<file path="config.mk">
export PLATFORM = sky130hd
export DESIGN_NAME = dds_tuning_word_serial_loader_flat
export DESIGN_NICKNAME = d
export VERILOG_FILES = /design/src/rtl/core/dtw_pkg.sv /design/src/rtl/core/dtw_req_if.sv /design/src/rtl/core/dtw_res_if.sv /design/src/rtl/core/dtw_front.sv /design/src/rtl/core/dtw_fifo.sv /design/src/rtl/core/dtw_back.sv /design/src/rtl/core/dds_tuning_word_serial_loader.sv /design/src/flat_wrapper.sv
export VERILOG_INCLUDE_DIRS = /design/src /design/src/rtl/core
export SDC_FILE = /design/constraint.sdc
export NUM_CORES = 1
export LEC_CHECK = 0
export BUFFER_PORTS_ARGS = -buffer_cell sky130_fd_sc_hd__buf_2
export CORE_MARGIN = 2
export CORE_UTILIZATION = 35
export CTS_CLUSTER_DIAMETER = 30
export DETAILED_ROUTE_END_ITERATION = 8
export HOLD_SLACK_MARGIN = 0.06
export PLACE_DENSITY = 0.52
export SYNTH_ARGS = -nofsm -noshare
export SYNTH_HDL_FRONTEND = slang
export SYNTH_SLANG_ARGS = --single-unit
</file>
<file path="constraint.sdc">
create_clock -name clk_i -period 6.1 [get_ports clk_i]
set_clock_uncertainty 0.05 [all_clocks]
set_input_delay 0.61 -clock clk_i [delete_from_list [all_inputs] [get_ports clk_i]]
set_output_delay 0.61 -clock clk_i [all_outputs]
set_load 0.005 [all_outputs]
</file>
<file path="src/rtl/core/dds_tuning_word_serial_loader_defines.svh">
// Assertion macros shared by the loader RTL.
// Both sample on clk_i; the first is masked while rst_ni is low.
`ifndef DDS_TUNING_WORD_SERIAL_LOADER_DEFINES_SVH
`define DDS_TUNING_WORD_SERIAL_LOADER_DEFINES_SVH

// Clocked property, ignored during reset.
`define DTW_ASSERT(lbl, prop, msg) \
  lbl: assert property (@(posedge clk_i) disable iff (!rst_ni) (prop)) else $error(msg);

// Clocked property, checked during reset as well.
`define DTW_ASSERT_ALWAYS(lbl, prop, msg) \
  lbl: assert property (@(posedge clk_i) (prop)) else $error(msg);

`endif

</file>
<file path="src/rtl/core/dtw_pkg.sv">
`timescale 1ns / 1ps
`default_nettype none

package dtw_pkg;

  localparam int unsigned FreqW     = 28;
  localparam int unsigned PhaseW    = 5;
  localparam int unsigned WordBits  = 32;
  localparam int unsigned CtrlBits  = 8;
  localparam int unsigned SerBits   = WordBits + CtrlBits;
  localparam int unsigned CntW      = $clog2(SerBits + 1);
  localparam int unsigned NumBits   = FreqW + WordBits;
  localparam int unsigned DivCycles = NumBits / 2;
  localparam int unsigned StepW     = $clog2(DivCycles);

  localparam logic [FreqW-1:0] RefClkReset = FreqW'(125000000);
  localparam logic [CntW-1:0]  LatchIdx    = CntW'(SerBits);
  localparam logic [StepW-1:0] LastStep    = StepW'(DivCycles - 1);

  // One queued frame: tuning word, then control byte.
  typedef struct packed {
    logic [CtrlBits-1:0] ctrl;
    logic [WordBits-1:0] word;
  } frame_t;

  // Control byte: phase in bits 7..3, power-down in bit 2, bits 1..0 zero.
  function automatic logic [CtrlBits-1:0] make_ctrl(logic [PhaseW-1:0] phase,
                                                    logic              pd);
    make_ctrl = {phase, pd, 2'b00};
  endfunction

endpackage

`default_nettype wire

</file>
<file path="src/rtl/core/dtw_req_if.sv">
`timescale 1ns / 1ps
`default_nettype none

interface dtw_req_if
  import dtw_pkg::*;
();
  logic              valid;
  logic              ready;
  logic [FreqW-1:0]  freq_hz;
  logic [PhaseW-1:0] phase;
  logic              power_down;

  modport source (output valid, freq_hz, phase, power_down, input ready);
  modport sink   (input valid, freq_hz, phase, power_down, output ready);
endinterface

`default_nettype wire

</file>
<file path="src/rtl/core/dtw_res_if.sv">
`timescale 1ns / 1ps
`default_nettype none

interface dtw_res_if;
  logic valid;
  logic ready;
  logic data_bit;
  logic latch_pulse;
  logic last;

  modport source (output valid, data_bit, latch_pulse, last, input ready);
  modport sink   (input valid, data_bit, latch_pulse, last, output ready);
endinterface

`default_nettype wire

</file>
<file path="src/rtl/core/dtw_front.sv">
`timescale 1ns / 1ps
`default_nettype none
`include "dds_tuning_word_serial_loader_defines.svh"

module dtw_front
  import dtw_pkg::*;
(
  input  wire logic             clk_i,
  input  wire logic             rst_ni,
  input  wire logic             cfg_we_i,
  input  wire logic [FreqW-1:0] cfg_wdata_i,
  dtw_req_if.sink               req,
  output logic                  push_o,
  output frame_t                push_data_o,
  input  wire logic             full_i
);

  logic [FreqW-1:0]    ref_clk_q, ref_clk_d;
  logic                busy_q, busy_d;
  logic                pend_q, pend_d;
  logic [StepW-1:0]    step_q, step_d;
  logic [NumBits-1:0]  num_q, num_d;
  logic [FreqW-1:0]    rem_q, rem_d;
  logic [FreqW-1:0]    div_q, div_d;
  logic [WordBits-1:0] quo_q, quo_d;
  logic [CtrlBits-1:0] ctrl_q, ctrl_d;
  logic                accept;
  logic [FreqW:0]      s1, s2;

  // One restoring step: returns {quotient bit, new remainder}.
  function automatic logic [FreqW:0] div_step(logic [FreqW-1:0] r, logic b,
                                              logic [FreqW-1:0] d);
    logic [FreqW:0] t;
    t = {r, b};
    if (t >= {1'b0, d}) begin
      div_step = {1'b1, FreqW'(t - {1'b0, d})};
    end else begin
      div_step = {1'b0, t[FreqW-1:0]};
    end
  endfunction

  assign req.ready   = !busy_q && (!pend_q || !full_i);
  assign accept      = req.valid && req.ready;
  assign push_o      = pend_q && !full_i;
  assign push_data_o = '{ctrl: ctrl_q, word: quo_q};

  // Two quotient bits per cycle.
  assign s1 = div_step(rem_q, num_q[NumBits-1], div_q);
  assign s2 = div_step(s1[FreqW-1:0], num_q[NumBits-2], div_q);

  always_comb begin
    ref_clk_d = cfg_we_i ? cfg_wdata_i : ref_clk_q;
    busy_d    = busy_q;
    pend_d    = pend_q;
    step_d    = step_q;
    num_d     = num_q;
    rem_d     = rem_q;
    div_d     = div_q;
    quo_d     = quo_q;
    ctrl_d    = ctrl_q;
    if (push_o) begin
      pend_d = 1'b0;
    end
    if (busy_q) begin
      rem_d  = s2[FreqW-1:0];
      num_d  = {num_q[NumBits-3:0], 2'b00};
      quo_d  = {quo_q[WordBits-3:0], s1[FreqW], s2[FreqW]};
      step_d = step_q + StepW'(1);
      if (step_q == LastStep) begin
        busy_d = 1'b0;
        pend_d = 1'b1;
      end
    end else if (accept && (ref_clk_q != '0)) begin
      // numerator = freq * 2^32 + ref / 2; the half never carries past bit 31
      busy_d = 1'b1;
      step_d = '0;
      rem_d  = '0;
      div_d  = ref_clk_q;
      num_d  = {req.freq_hz, WordBits'(ref_clk_q[FreqW-1:1])};
      ctrl_d = make_ctrl(req.phase, req.power_down);
    end
  end

  always_ff @(posedge clk_i or negedge rst_ni) begin
    if (!rst_ni) begin
      ref_clk_q <= RefClkReset;
      busy_q    <= 1'b0;
      pend_q    <= 1'b0;
      step_q    <= '0;
    end else begin
      ref_clk_q <= ref_clk_d;
      busy_q    <= busy_d;
      pend_q    <= pend_d;
      step_q    <= step_d;
    end
  end

  always_ff @(posedge clk_i) begin
    num_q  <= num_d;
    rem_q  <= rem_d;
    div_q  <= div_d;
    quo_q  <= quo_d;
    ctrl_q <= ctrl_d;
  end

  `DTW_ASSERT(a_busy_pend_excl, !(busy_q && pend_q), "divider busy with result pending")
  `DTW_ASSERT(a_push_not_full, push_o |-> !full_i, "push into full queue")

endmodule

`default_nettype wire

</file>
<file path="src/rtl/core/dtw_fifo.sv">
`timescale 1ns / 1ps
`default_nettype none
`include "dds_tuning_word_serial_loader_defines.svh"

module dtw_fifo
  import dtw_pkg::*;
#(
  parameter int unsigned Depth = 2
) (
  input  wire logic   clk_i,
  input  wire logic   rst_ni,
  input  wire logic   push_i,
  input  wire frame_t push_data_i,
  output logic        full_o,
  input  wire logic   pop_i,
  output logic        pop_valid_o,
  output frame_t      pop_data_o
);

  localparam int unsigned AW = (Depth > 1) ? $clog2(Depth) : 1;
  localparam int unsigned CW = $clog2(Depth + 1);

  frame_t          mem_q [Depth];
  logic [AW-1:0]   wr_q, rd_q;
  logic [CW-1:0]   cnt_q;
  logic            do_push, do_pop;

  assign full_o      = (cnt_q == CW'(Depth));
  assign pop_valid_o = (cnt_q != '0);
  assign pop_data_o  = mem_q[rd_q];
  assign do_push     = push_i && !full_o;
  assign do_pop      = pop_i && pop_valid_o;

  function automatic logic [AW-1:0] nxt(logic [AW-1:0] p);
    nxt = (p == AW'(Depth - 1)) ? '0 : p + AW'(1);
  endfunction

  always_ff @(posedge clk_i or negedge rst_ni) begin
    if (!rst_ni) begin
      wr_q  <= '0;
      rd_q  <= '0;
      cnt_q <= '0;
    end else begin
      if (do_push) begin
        wr_q <= nxt(wr_q);
      end
      if (do_pop) begin
        rd_q <= nxt(rd_q);
      end
      if (do_push && !do_pop) begin
        cnt_q <= cnt_q + CW'(1);
      end else if (do_pop && !do_push) begin
        cnt_q <= cnt_q - CW'(1);
      end
    end
  end

  always_ff @(posedge clk_i) begin
    if (do_push) begin
      mem_q[wr_q] <= push_data_i;
    end
  end

  `DTW_ASSERT(a_cnt_range, cnt_q <= CW'(Depth), "queue count overflow")

endmodule

`default_nettype wire

</file>
<file path="src/rtl/core/dtw_back.sv">
`timescale 1ns / 1ps
`default_nettype none
`include "dds_tuning_word_serial_loader_defines.svh"

module dtw_back
  import dtw_pkg::*;
(
  input  wire logic   clk_i,
  input  wire logic   rst_ni,
  input  wire logic   pop_valid_i,
  input  wire frame_t pop_data_i,
  output logic        pop_o,
  dtw_res_if.source   res
);

  logic               busy_q, busy_d;
  logic [CntW-1:0]    cnt_q, cnt_d;
  logic [SerBits-1:0] sr_q, sr_d;
  logic               ov_q, ov_d;
  logic               od_q, od_d;
  logic               ol_q, ol_d;
  logic               adv;

  assign adv             = !ov_q || res.ready;
  assign res.valid       = ov_q;
  assign res.data_bit    = od_q;
  assign res.latch_pulse = ol_q;
  assign res.last        = ol_q;

  always_comb begin
    busy_d = busy_q;
    cnt_d  = cnt_q;
    sr_d   = sr_q;
    ov_d   = ov_q && !res.ready;
    od_d   = od_q;
    ol_d   = ol_q;
    pop_o  = 1'b0;
    if (busy_q) begin
      if (adv) begin
        ov_d = 1'b1;
        if (cnt_q == LatchIdx) begin
          od_d = 1'b0;
          ol_d = 1'b1;
          // chain straight into the next frame, no idle slot
          pop_o  = pop_valid_i;
          busy_d = pop_valid_i;
          cnt_d  = '0;
          sr_d   = pop_data_i;
        end else begin
          od_d  = sr_q[0];
          ol_d  = 1'b0;
          sr_d  = {1'b0, sr_q[SerBits-1:1]};
          cnt_d = cnt_q + CntW'(1);
        end
      end else begin
        ov_d = ov_q;
      end
    end else if (pop_valid_i) begin
      pop_o  = 1'b1;
      busy_d = 1'b1;
      cnt_d  = '0;
      sr_d   = pop_data_i;
    end
  end

  always_ff @(posedge clk_i or negedge rst_ni) begin
    if (!rst_ni) begin
      busy_q <= 1'b0;
      cnt_q  <= '0;
      ov_q   <= 1'b0;
    end else begin
      busy_q <= busy_d;
      cnt_q  <= cnt_d;
      ov_q   <= ov_d;
    end
  end

  always_ff @(posedge clk_i) begin
    sr_q <= sr_d;
    od_q <= od_d;
    ol_q <= ol_d;
  end

  `DTW_ASSERT(a_latch_zero, (ov_q && ol_q) |-> !od_q, "latch transaction with data bit set")
  `DTW_ASSERT(a_cnt_range, busy_q |-> (cnt_q <= LatchIdx), "bit counter past latch slot")

endmodule

`default_nettype wire

</file>
<file path="src/rtl/core/dds_tuning_word_serial_loader.sv">
// Path: an accepted request reaches the first serial bit through the divider, result
//   register, queue and output register; output stalls delay it further.
// Throughput: 41 output transactions per request, one per cycle while the sink is ready;
//   the bit serializer sets the sustained request rate, the divider overlaps with it.
// Reset: rst_ni async active low; reference clock returns to 125000000 Hz, queue empty.
`timescale 1ns / 1ps
`default_nettype none

module dds_tuning_word_serial_loader
  import dtw_pkg::*;
#(
  parameter int unsigned QueueDepth = 2
) (
  input  wire logic             clk_i,
  input  wire logic             rst_ni,
  // reference clock register, to be written only while idle; the block does not enforce this
  input  wire logic             cfg_we_i,
  input  wire logic [FreqW-1:0] cfg_wdata_i,
  dtw_req_if.sink               req_i,
  dtw_res_if.source             res_o
);

  // Front: takes requests, drops them when the reference clock is zero,
  // and computes round(freq * 2^32 / ref) two quotient bits a cycle.
  // A request with a zero reference clock is taken and produces nothing.
  logic   push, full, pop, pop_valid;
  frame_t push_data, pop_data;

  dtw_front u_front (
    .clk_i       (clk_i),
    .rst_ni      (rst_ni),
    .cfg_we_i    (cfg_we_i),
    .cfg_wdata_i (cfg_wdata_i),
    .req         (req_i),
    .push_o      (push),
    .push_data_o (push_data),
    .full_i      (full)
  );

  // Short frame queue so the divider keeps working while bits shift out.
  dtw_fifo #(
    .Depth (QueueDepth)
  ) u_fifo (
    .clk_i       (clk_i),
    .rst_ni      (rst_ni),
    .push_i      (push),
    .push_data_i (push_data),
    .full_o      (full),
    .pop_i       (pop),
    .pop_valid_o (pop_valid),
    .pop_data_o  (pop_data)
  );

  // Back: 32 word bits LSB first, 8 control bits, then the latch transaction.
  // The output register holds each transaction until the sink's ready takes it.
  dtw_back u_back (
    .clk_i       (clk_i),
    .rst_ni      (rst_ni),
    .pop_valid_i (pop_valid),
    .pop_data_i  (pop_data),
    .pop_o       (pop),
    .res         (res_o)
  );

endmodule

`default_nettype wire
</file>
<file path="src/flat_wrapper.sv">
// flat-port wrapper written by rule: the top's interface ports become plain ports
module dds_tuning_word_serial_loader_flat import dtw_pkg::*;
#(
  parameter int unsigned QueueDepth = 2
)
  (clk_i, rst_ni, cfg_we_i, cfg_wdata_i, req_i_valid, req_i_freq_hz, req_i_phase, req_i_power_down, req_i_ready, res_o_valid, res_o_data_bit, res_o_latch_pulse, res_o_last, res_o_ready);
  dtw_req_if req_i_i ();
  dtw_res_if res_o_i ();
  input  wire logic clk_i;
  input  wire logic rst_ni;
  input  wire logic cfg_we_i;
  input  wire logic [FreqW-1:0] cfg_wdata_i;
  input wire logic [$bits(req_i_i.valid)-1:0] req_i_valid;
  input wire logic [$bits(req_i_i.freq_hz)-1:0] req_i_freq_hz;
  input wire logic [$bits(req_i_i.phase)-1:0] req_i_phase;
  input wire logic [$bits(req_i_i.power_down)-1:0] req_i_power_down;
  output wire logic [$bits(req_i_i.ready)-1:0] req_i_ready;
  output wire logic [$bits(res_o_i.valid)-1:0] res_o_valid;
  output wire logic [$bits(res_o_i.data_bit)-1:0] res_o_data_bit;
  output wire logic [$bits(res_o_i.latch_pulse)-1:0] res_o_latch_pulse;
  output wire logic [$bits(res_o_i.last)-1:0] res_o_last;
  input wire logic [$bits(res_o_i.ready)-1:0] res_o_ready;
  assign req_i_i.valid = req_i_valid;
  assign req_i_i.freq_hz = req_i_freq_hz;
  assign req_i_i.phase = req_i_phase;
  assign req_i_i.power_down = req_i_power_down;
  assign req_i_ready = req_i_i.ready;
  assign res_o_valid = res_o_i.valid;
  assign res_o_data_bit = res_o_i.data_bit;
  assign res_o_latch_pulse = res_o_i.latch_pulse;
  assign res_o_last = res_o_i.last;
  assign res_o_i.ready = res_o_ready;
  dds_tuning_word_serial_loader #(.QueueDepth(QueueDepth)) u_core (.clk_i(clk_i), .rst_ni(rst_ni), .cfg_we_i(cfg_we_i), .cfg_wdata_i(cfg_wdata_i), .req_i(req_i_i), .res_o(res_o_i));
endmodule
</file>
==> key figures <==
Place
  • Port bufs: 71
  • Placed cell area: 16500 µm²
  • Post-DP HPWL: 23000 µm
  • DP Cell Count: 1838
  • Final Wtd Congestion: 0.874
  • Pre-CTS setup slack: -0.0240 ns

Floorplanning
  • DIE WIDTH: 214 µm
  • Die area: ~46000 µm²
  • DIE HEIGHT: approximately 210 µm
  • Core area: 43900 µm²
  • Row count: 77
  • Io pins: 72
  • Starting Density: 35.2%

Setup path
  • Worst r2r dst: u_core.u_front.rem_q[10]
  • Largest fanout on the critical path: 36
  • Arrival @ worst endpoint: 6.03 ns
  • FF-to-FF path depth: 21
  • Reg2reg setup slack: 0.32 ns
  • Req. time, crit path: around 6.4 ns
  • Setup Crit Path Kind: reg -> reg
  • CP Capture Type: register
  • Critical path launch point type: register
  • RR Startpoint: u_core.u_front.div_q[11]

Final layout
  • Layout Utilization: a little over two fifths
  • Share of cells above drive strength 1: 21.2%
  • Post-route cell area: 19300 µm²
  • Ant diodes: 0
  • Area growth, synth to finish: 24.7%
  • Nets: between 1000 and 1500
  • Final std cells w/o fill: 1983

Synth
  • Synthesis-stage register bit count: approximately 320
  • Cell Area, Synth: 15500 µm²
  • Synth Warn #: 0
  • Dominant synthesized flop cell: edfxtp_1
  • Post-synth EDFFs: 270
  • Leading area contributor after synthesis: edfxtp_1
  • Syn_area_per_cell: between 10 and 15 µm²
  • Mapped Nets: 1343
  • Sequential area share after synthesis: about 60%
  • Post-synth cell types: 69
  • Syn Inst Count: 1213
  • Ranking of synthesized cells by area: edfxtp_1 52%, dfrtp_1 5.5%, ha_1 4.9%, mux2i_1 4.1%, mux2_2 3.3%
  • Async S/R FF share, synth: 14.7%
  • Area share of the largest cell type after synthesis: a little over half

Power
  • Sequential cell fraction of total power: 27.5%
  • Max VDD drop: 0.000336 V
  • Power Dens Cells: 682 nW/µm²
  • Clk pwr share: around a third
  • P_leak: approximately 7.6 nW
  • Switching share of power: 34.6%
  • Part of the power in combinational logic: 40.2%
  • Switching pwr: 4.56 mW
  • Tot Pwr: 13.2 mW
  • P_int: 8.62 mW

Clocking
  • Num CTS Buffers: 78
  • Post-CTS Hold Buffers: 0
  • CTS tree: built
  • CTS Sinks: 319
  • Reg clk slew, reported paths: 0.04 ns
  • H-tree Lvls: 3
  • CTS root buf: clkbuf_16
  • Worst-Skew Late Latency: 0.58 ns
  • Longest Clk Path Bufs: 3

Timing
  • RSZ-0062 raised after global routing: no
  • Hold WS: 0.132 ns
  • Final number of setup-violating endpoints: 0
  • Setup TNS: 0 ns
  • Final period utilization: 94.8%
  • Maximum clock frequency: 173 MHz
  • Relative slew slack: between 30 and 40%
  • Worst slew pin tran: 1.01 ns
  • Hold Violations, Final: 0
  • Post-layout minimum cycle time: 5.78 ns
  • PnR worst setup slack: approximately 0.32 ns
  • Pins Over Slew Limit: 0

Outcome
  • Outcome: completed

Global routing
  • Initial antenna violation count: 0
  • Number of global-route vias before repair: 10314
  • First-pass GRT wire length: roughly 56000 µm
  • Pin count of the biggest net entering global routing: 76
  • Total track usage: 15.4%
  • Gr ovfl total: 0

Worst hold path
  • Hold Crit Class: in -> async

Routing
  • Detailed Route WL: 35000 µm
  • Via count: 10019
  • Detailed-route DRC error count: 0
  • Pre-antenna DRT Iters: 5
  • Avg Vias per Cell: just over 5
  • DRT iter0 DRCs: 500
  • WL/cell: 17.6 µm
  • Routed Antenna Nets: 0

Job
  • Max Cap Viol: 0
==> worst max-delay path: stages, from the launching register on <==
cell	delay [ns]
edfxtp_1	0.37
inv_1	0.12
ha_1	0.29
buf_4	0.18
a311o_1	0.35
o31a_1	0.32
o31ai_2	0.38
a311oi_2	0.20
o21a_1	0.28
buf_6	0.20
mux2_2	0.29
ha_1	0.23
a21o_1	0.17
a21oi_1	0.24
o21bai_1	0.16
a311oi_2	0.38
o22ai_1	0.14
o31a_1	0.33
a211oi_4	0.20
buf_12	0.28
mux2i_1	0.27
nor2_1	0.06
==> logic make-up after synthesis <==
| kind of cell | count (synthesis) | synth area share, % |
|---|---|---|
| AOI/OAI and AO/OA | 282 | 12.4 |
| xor gates and xnor gates | 47 | 2.66 |
| adders and majority gates | 63 | 5.19 |
| buffers and inverters | 115 | 3.01 |
| DFF | 319 | 60.3 |
| muxes | 115 | 7.85 |
| and+or+nand+nor | 272 | 8.54 |
==> power groups by stage <==
stage / combinational (mW) / clock (mW) / sequential (mW)
global placement: 5.23 / 0 / 3.65
global route: 5.93 / 4.46 / 3.69
detailed placement: 5.23 / 0 / 3.66
floorplan: 4.06 / 0 / 3.51
finish: 5.30 / 4.26 / 3.62
CTS: 5.27 / 4.35 / 3.63
==> metal layers <==
| metal | up-vias | wire length [µm] | GRT usage (%) |
|---|---|---|---|
| li1 | 4854 | - | - |
| met1 | 4875 | 16200 | 20.3 |
| met2 | 228 | 16200 | 24.8 |
| met3 | 62 | 1620 | 3.26 |
| met4 | 0 | 942 | 6.44 |
| met5 | - | 0 | 0 |
==> layout make-up <==
class	instances	area, µm²
Inverter	59	221
Fill cell	4096	24600
Sequential cell	319	9350
Clock inverter	48	611
Clock buffer	97	2150
Multi-Input combinational cell	779	5720
Timing Repair Buffer	89	519
Tap cell	592	741
==> sequential cells by signal (all words and copies together) (netlist names), 28 cells and up <==
signal                    count
u_core.u_fifo.mem_q          76
u_core.u_front.div_q         28
u_core.u_front.quo_q         32
u_core.u_back.sr_q           40
u_core.u_front.num_q         60
u_core.u_front.ref_clk_q     28
u_core.u_front.rem_q         28
==> worst max-delay path by stage <==
stage	from	end	slack, ns	cells past startpoint
finish	u_core.u_front.div_q[11]	u_core.u_front.rem_q[10]	0.32	21
global route	u_core.u_front.rem_q[12]	u_core.u_front.rem_q[10]	0.005	15
CTS	u_core.u_front.rem_q[2]	u_core.u_front.rem_q[10]	0.06	20
detailed placement	u_core.u_front.rem_q[3]	u_core.u_front.rem_q[10]	-0.02	20
global placement	u_core.u_front.rem_q[0]	u_core.u_front.rem_q[10]	0.16	20
floorplan	u_core.u_front.rem_q[2]	u_core.u_front.rem_q[18]	0.50	21
==> synth_stat cells, types with 11 or more instances <==
master      n
a21o_1     22
a21oi_1    49
a22o_1     54
and2_1     13
and3_1     11
clkbuf_1   46
dfrtp_1    34
dfstp_2    13
edfxtp_1  270
ha_1       61
inv_1      58
mux2_2     46
mux2i_1    64
nand2_1    82
nand3_1    29
nand4_1    13
nor2_1     56
nor2b_1    12
nor3_1     17
o21ai_0    77
xnor2_1    24
xor2_1     23
==> timing repair <==
item,CTS,global route
resized for setup,1,5
buffers inserted,0,0
endpoints found under the setup margin,6,29
pin swaps,0,1
==> cells in the final DEF (no fill, tap or decap), types with 13 or more instances in the layout <==
| cell | count |
|---|---|
| a21o_1 | 22 |
| a21oi_1 | 49 |
| a22o_1 | 54 |
| buf_2 | 71 |
| buf_4 | 15 |
| bufinv_16 | 13 |
| clkbuf_16 | 82 |
| clkinv_2 | 15 |
| dfrtp_1 | 32 |
| dfstp_2 | 13 |
| edfxtp_1 | 270 |
| ha_1 | 61 |
| inv_1 | 58 |
| mux2_2 | 46 |
| mux2i_1 | 64 |
| nand2_1 | 82 |
| nand3_1 | 29 |
| nand4_1 | 13 |
| nor2_1 | 55 |
| nor3_1 | 17 |
| o21ai_0 | 77 |
| xnor2_1 | 24 |
| xor2_1 | 23 |
Power figures use the tool's default switching activity.
